**src/design/page_allocator_refcount_assert.svh**
```systemverilog
// ---------------------------------------------------------------------------
// Assertion macros for the page allocator.
// They expect clk and rst in scope at the place of use.
// ---------------------------------------------------------------------------
`ifndef PAGE_ALLOCATOR_REFCOUNT_ASSERT_SVH
`define PAGE_ALLOCATOR_REFCOUNT_ASSERT_SVH

// Same-cycle implication, checked outside reset.
`define PA_ASSERT_IMP(label, ante, cons, msg) \
  label: assert property (@(posedge clk) disable iff (rst) (ante) |-> (cons)) \
    else $error(msg);

// Next-cycle implication, checked outside reset.
`define PA_ASSERT_NXT(label, ante, cons, msg) \
  label: assert property (@(posedge clk) disable iff (rst) (ante) |=> (cons)) \
    else $error(msg);

`endif

```
**src/design/pa_pkg.sv**
```systemverilog
// ---------------------------------------------------------------------------
// pa_pkg
// Shared constants, codes and types of the page allocator.
// ---------------------------------------------------------------------------
package pa_pkg;

  localparam int unsigned PAGE_COUNT_DEF = 32768;
  localparam int unsigned PAGE_BYTES_DEF = 4096;
  localparam int unsigned REF_BITS_DEF   = 16;

  localparam int unsigned ADDR_W     = 32;
  localparam int unsigned TYPE_W     = 2;
  localparam int unsigned REFV_W     = 16;
  localparam int unsigned STATUS_W   = 3;
  localparam int unsigned CFG_IDX_W  = 1;
  localparam int unsigned CFG_DATA_W = 32;

  localparam logic [ADDR_W-1:0] MEM_BASE_RST     = 32'h8000_0000;
  localparam logic [ADDR_W-1:0] USABLE_START_RST = 32'h8000_0000;

  // Request types
  localparam logic [TYPE_W-1:0] REQ_ALLOC  = 2'd0;
  localparam logic [TYPE_W-1:0] REQ_FREE   = 2'd1;
  localparam logic [TYPE_W-1:0] REQ_ADDREF = 2'd2;
  localparam logic [TYPE_W-1:0] REQ_GETREF = 2'd3;

  // Status codes
  localparam logic [STATUS_W-1:0] ST_OK        = 3'd0;
  localparam logic [STATUS_W-1:0] ST_OOM       = 3'd1;
  localparam logic [STATUS_W-1:0] ST_BADADDR   = 3'd2;
  localparam logic [STATUS_W-1:0] ST_OVERFLOW  = 3'd3;
  localparam logic [STATUS_W-1:0] ST_SATURATED = 3'd4;

  // Configuration register indexes
  localparam logic [CFG_IDX_W-1:0] CFG_MEM_BASE     = 1'd0;
  localparam logic [CFG_IDX_W-1:0] CFG_USABLE_START = 1'd1;

  typedef struct packed {
    logic in_range;
    logic aligned;
    logic below_usable;
  } addr_info_t;

endpackage

```
**src/design/pa_addr.sv**
```systemverilog
// ---------------------------------------------------------------------------
// pa_addr
// Address decode: page index, range, alignment and usable-start checks.
// ---------------------------------------------------------------------------
module pa_addr #(
  parameter int unsigned PAGE_COUNT = pa_pkg::PAGE_COUNT_DEF,
  parameter int unsigned PAGE_BYTES = pa_pkg::PAGE_BYTES_DEF
) (
  input  logic [pa_pkg::ADDR_W-1:0]     addr,
  input  logic [pa_pkg::ADDR_W-1:0]     mem_base,
  input  logic [pa_pkg::ADDR_W-1:0]     usable_start,
  output logic [$clog2(PAGE_COUNT)-1:0] idx,
  output pa_pkg::addr_info_t            info
);

  localparam int unsigned IDX_W      = $clog2(PAGE_COUNT);
  localparam int unsigned PAGE_SHIFT = $clog2(PAGE_BYTES);
  localparam int unsigned SPAN_W     = pa_pkg::ADDR_W + 5;
  localparam logic [SPAN_W-1:0] SPAN = SPAN_W'(PAGE_COUNT) << PAGE_SHIFT;

  logic [pa_pkg::ADDR_W:0]   diff;
  logic [pa_pkg::ADDR_W-1:0] offset;

  // The top bit of the difference is the borrow: address below the base.
  assign diff   = {1'b0, addr} - {1'b0, mem_base};
  assign offset = diff[pa_pkg::ADDR_W-1:0];
  assign idx    = IDX_W'(offset >> PAGE_SHIFT);

  assign info.in_range     = !diff[pa_pkg::ADDR_W] && (SPAN_W'(offset) < SPAN);
  assign info.aligned      = (addr[PAGE_SHIFT-1:0] == '0);
  assign info.below_usable = (addr < usable_start);

endmodule

```
**config.mk**
```make
export PLATFORM = sky130hd
export DESIGN_NAME = pa_addr
export DESIGN_NICKNAME = d
export VERILOG_FILES = /design/src/design/page_allocator_refcount_assert.svh /design/src/design/pa_pkg.sv /design/src/design/pa_addr.sv
export SDC_FILE = /design/constraint.sdc
export NUM_CORES = 1
export LEC_CHECK = 0
export BUFFER_PORTS_ARGS = -buffer_cell sky130_fd_sc_hd__buf_2
export CAP_MARGIN = 15
export CORE_MARGIN = 5
export CORE_UTILIZATION = 54
export DETAILED_ROUTE_END_ITERATION = 7
export PLACE_DENSITY = 0.91
export SYNTH_ARGS = -nofsm -noshare
export SYNTH_HDL_FRONTEND = slang
export SYNTH_SLANG_ARGS = --single-unit
```
**constraint.sdc**
```tcl
create_clock -name vclk -period 6.1
set_clock_uncertainty 0.05 [all_clocks]
set_input_delay 0.61 -clock vclk [all_inputs]
set_output_delay 0.61 -clock vclk [all_outputs]
set_load 0.01 [all_outputs]
```
==> summary.log <==
INFO  critical_path  crit_type=primary input to output port
INFO  placement      routability_driven_placement_congestion_ratio=0.881
INFO  placement      port-buffer-count=114
INFO  critical_path  required=5.44ns
INFO  global_routing grt_usage=0.210
INFO  cts            cts_setup_buffers=0
INFO  job            timing.max_cap.violations=0
INFO  power_and_ir_drop power_frac_comb=1.000
INFO  power_and_ir_drop psw=0.153mW
INFO  timing         finalCriticalPeriod=3.70ns
INFO  drt            total_via_count_in_the_routed_design=2760
INFO  floorplan      boundaryPins=114
INFO  logic_synthesis post_synth_inst_count=343
INFO  global_routing grt_max_degree=10
INFO  placement      detailedPlacementHpwl=5980um
INFO  floorplan      start_util=0.556
INFO  cts            postCtsHoldBufs=0
INFO  critical_path  critical_path_peak_fanout=5
INFO  timing         postLayoutSetupSlackWorst=2.40ns
INFO  timing         whs=1.57ns
INFO  drt            viasPerCell=5.49
INFO  final_layout   antenna-diode-count=0
INFO  floorplan      die_w=77.0um
INFO  drt            remaining_drc_errors=0
INFO  worst_hold_path worstHoldPathType=primary input to output port
INFO  final_layout   final_cell_mix=114 x sky130_fd_sc_hd__buf_2, 69 x sky130_fd_sc_hd__inv_1, 62 x sky130_fd_sc_hd__ha_1
INFO  worst_hold_path hold_start=addr[0]
INFO  worst_hold_path timing.hold.worst_path_depth=4
INFO  timing         drv_slew=0
INFO  power_and_ir_drop powerDensity=93.5nW/um^2
INFO  logic_synthesis postSynthAreaPerCell=7.06um^2
INFO  logic_synthesis yosys_warnings=0
INFO  global_routing antenna_violations_before_repair=0
INFO  global_routing grt_pass1_wl=11000um
INFO  critical_path  critPathLaunchType=primary input
INFO  cts            postCtsResizedCells=0
INFO  final_layout   layout-drive-gt1-share=0.282
INFO  global_routing grt_overflow=0
INFO  logic_synthesis synth.yosys.seq_area_share=0
INFO  final_layout   clock_buffer_count=0
INFO  placement      dpl_cell_area=3010um^2
INFO  global_routing grt_pass1_vias=2739
INFO  logic_synthesis synth_fp_nets=501
INFO  drt            wl_per_cell=13.1um
INFO  floorplan      core_region_area=4350um^2
INFO  floorplan      chipHeight=77.0um
INFO  timing         hold_viol_final=0
INFO  drt            detail_route.first_pass.iterations=4
INFO  final_layout   area_delta_synth_final=24.4%
INFO  power_and_ir_drop power.sequential.fraction=0
INFO  timing         timing_worst_slew_pin_value=0.481ns
INFO  final_layout   sequential_cell_area=0um^2
INFO  power_and_ir_drop power.share.clock=0
INFO  final_layout   layout.nets=611
INFO  floorplan      placement_rows=24
INFO  worst_hold_path hold_end=info[1]
INFO  timing         final_layout_setup_total_negative_slack=0ns
INFO  critical_path  end_kind=output port
INFO  logic_synthesis yosys.cell_types.count=49
INFO  critical_path  crit_arrival=3.04ns
INFO  drt            detail_route.wirelength=6570um
INFO  placement      pre_cts_slack=2.37ns
INFO  logic_synthesis netlist_area=2420um^2
INFO  drt            detailedRoute.firstIterationViolations=82
INFO  power_and_ir_drop netSwitchingFraction=0.542
INFO  final_layout   layout.cells.most_common=sky130_fd_sc_hd__buf_2
INFO  timing         setup_viol_count_final=0
INFO  timing         fin_crit_sh=0.607
INFO  power_and_ir_drop total_leakage_power=1.90nW
INFO  final_layout   n_sequential_cell=0
INFO  power_and_ir_drop cell_internal_pwr=0.129mW
INFO  final_layout   finish.instance_area=3010um^2
INFO  floorplan      fp.dieArea=5920um^2
INFO  timing         fmax=270MHz
INFO  power_and_ir_drop vdd_ir_drop_max=0.0447mV
INFO  final_layout   fin_util=0.692
INFO  timing         rsz0062_at_grt=no
INFO  drt            routed_antenna_nets=0
INFO  outcome        outcome=complete, no violations
INFO  timing         timing.max_slew.rel_slack=0.677
## layer usage
| layer | vias to the layer above | global-route usage | share of wire |
|---|---|---|---|
| met5 | - | 0 | 0 |
| li1 | 1453 | - | - |
| met1 | 1189 | 0.236 | 0.41 |
| met4 | 0 | 0.0490 | 0.024 |
| met3 | 14 | 0.0269 | 0.069 |
| met2 | 104 | 0.410 | 0.49 |
## cells by family after synthesis
logic type / synth area share
simple gates: 0.156
fa+ha+maj: 0.320
buf+inv: 0.126
xor+xnor: 0.0615
compound gates: 0.328
mux: 0.00827
## metrics by stage
step | power (mW) | std cells
floorplan | 0.189 | 343
global placement | 0.273 | 503
detailed placement | 0.280 | 503
CTS | 0.282 | 503
global route | 0.315 | 503
finish | 0.282 | 503
## synth_stat cells (all sizes together)
cell	count	share of area
a21oi	33	0.070
a211o	1	0.0036
o311a	1	0.0041
o21bai	2	0.0062
nand2b	3	0.0078
o21a	1	0.0031
inv	69	0.11
a41oi	1	0.0036
nor2	15	0.023
o22ai	1	0.0026
a21boi	1	0.0031
or3	3	0.0098
ha	62	0.32
a211oi	6	0.019
and2	2	0.0052
nor2b	3	0.0078
o311ai	1	0.011
o221ai	1	0.0036
o21ai	14	0.034
o2111ai	2	0.0072
a21o	35	0.11
xor2	7	0.025
nand3	6	0.012
o211ai	2	0.0062
a221oi	1	0.0036
a31oi	3	0.0078
and3	3	0.0083
a2111oi	3	0.016
nand4	13	0.034
nor3	3	0.0062
clkbuf	2	0.0031
nand2	20	0.034
o41a	1	0.0047
a31o	1	0.0036
xnor2	10	0.036
nor4	3	0.0078
a32oi	1	0.0036
buf	4	0.016
o31ai	1	0.0031
mux2i	2	0.0083
## worst max path at each step
| stage | from | endpoint | slack [ns] | cells after the start |
|---|---|---|---|---|
| after CTS | addr[5] | info[2] | 2.37 | 9 |
| after global routing | addr[2] | info[2] | 2.21 | 11 |
| after detailed placement | addr[5] | info[2] | 2.37 | 9 |
| after floorplan | mem_base[8] | info[2] | 2.70 | 9 |
| after global placement | addr[2] | info[2] | 2.44 | 11 |
| final | addr[5] | info[2] | 2.40 | 9 |
## worst max-delay path: stages
cell	delay, ns
sky130_fd_sc_hd__buf_2	0.12
sky130_fd_sc_hd__ha_1	0.34
sky130_fd_sc_hd__and3_2	0.25
sky130_fd_sc_hd__a2111oi_0	0.48
sky130_fd_sc_hd__o41a_1	0.29
sky130_fd_sc_hd__o21ai_4	0.08
sky130_fd_sc_hd__o311a_1	0.35
sky130_fd_sc_hd__a2111oi_2	0.32
sky130_fd_sc_hd__buf_2	0.20
## final cells by class
type               count  area [um^2]
fillers              369         1340
inverters             69          259
repair buffers       114          571
multi-input cells    268         2120
well taps             52         65.1
## power groups by stage
stage / logic [mW] / clock network (mW) / registers, mW
6_report: 0.282 / 0 / 0
3_3_place_gp: 0.273 / 0 / 0
3_5_place_dp: 0.280 / 0 / 0
2_1_floorplan: 0.189 / 0 / 0
5_1_grt: 0.315 / 0 / 0
4_1_cts: 0.282 / 0 / 0
No activity file was read; power rests on OpenSTA's default activity.
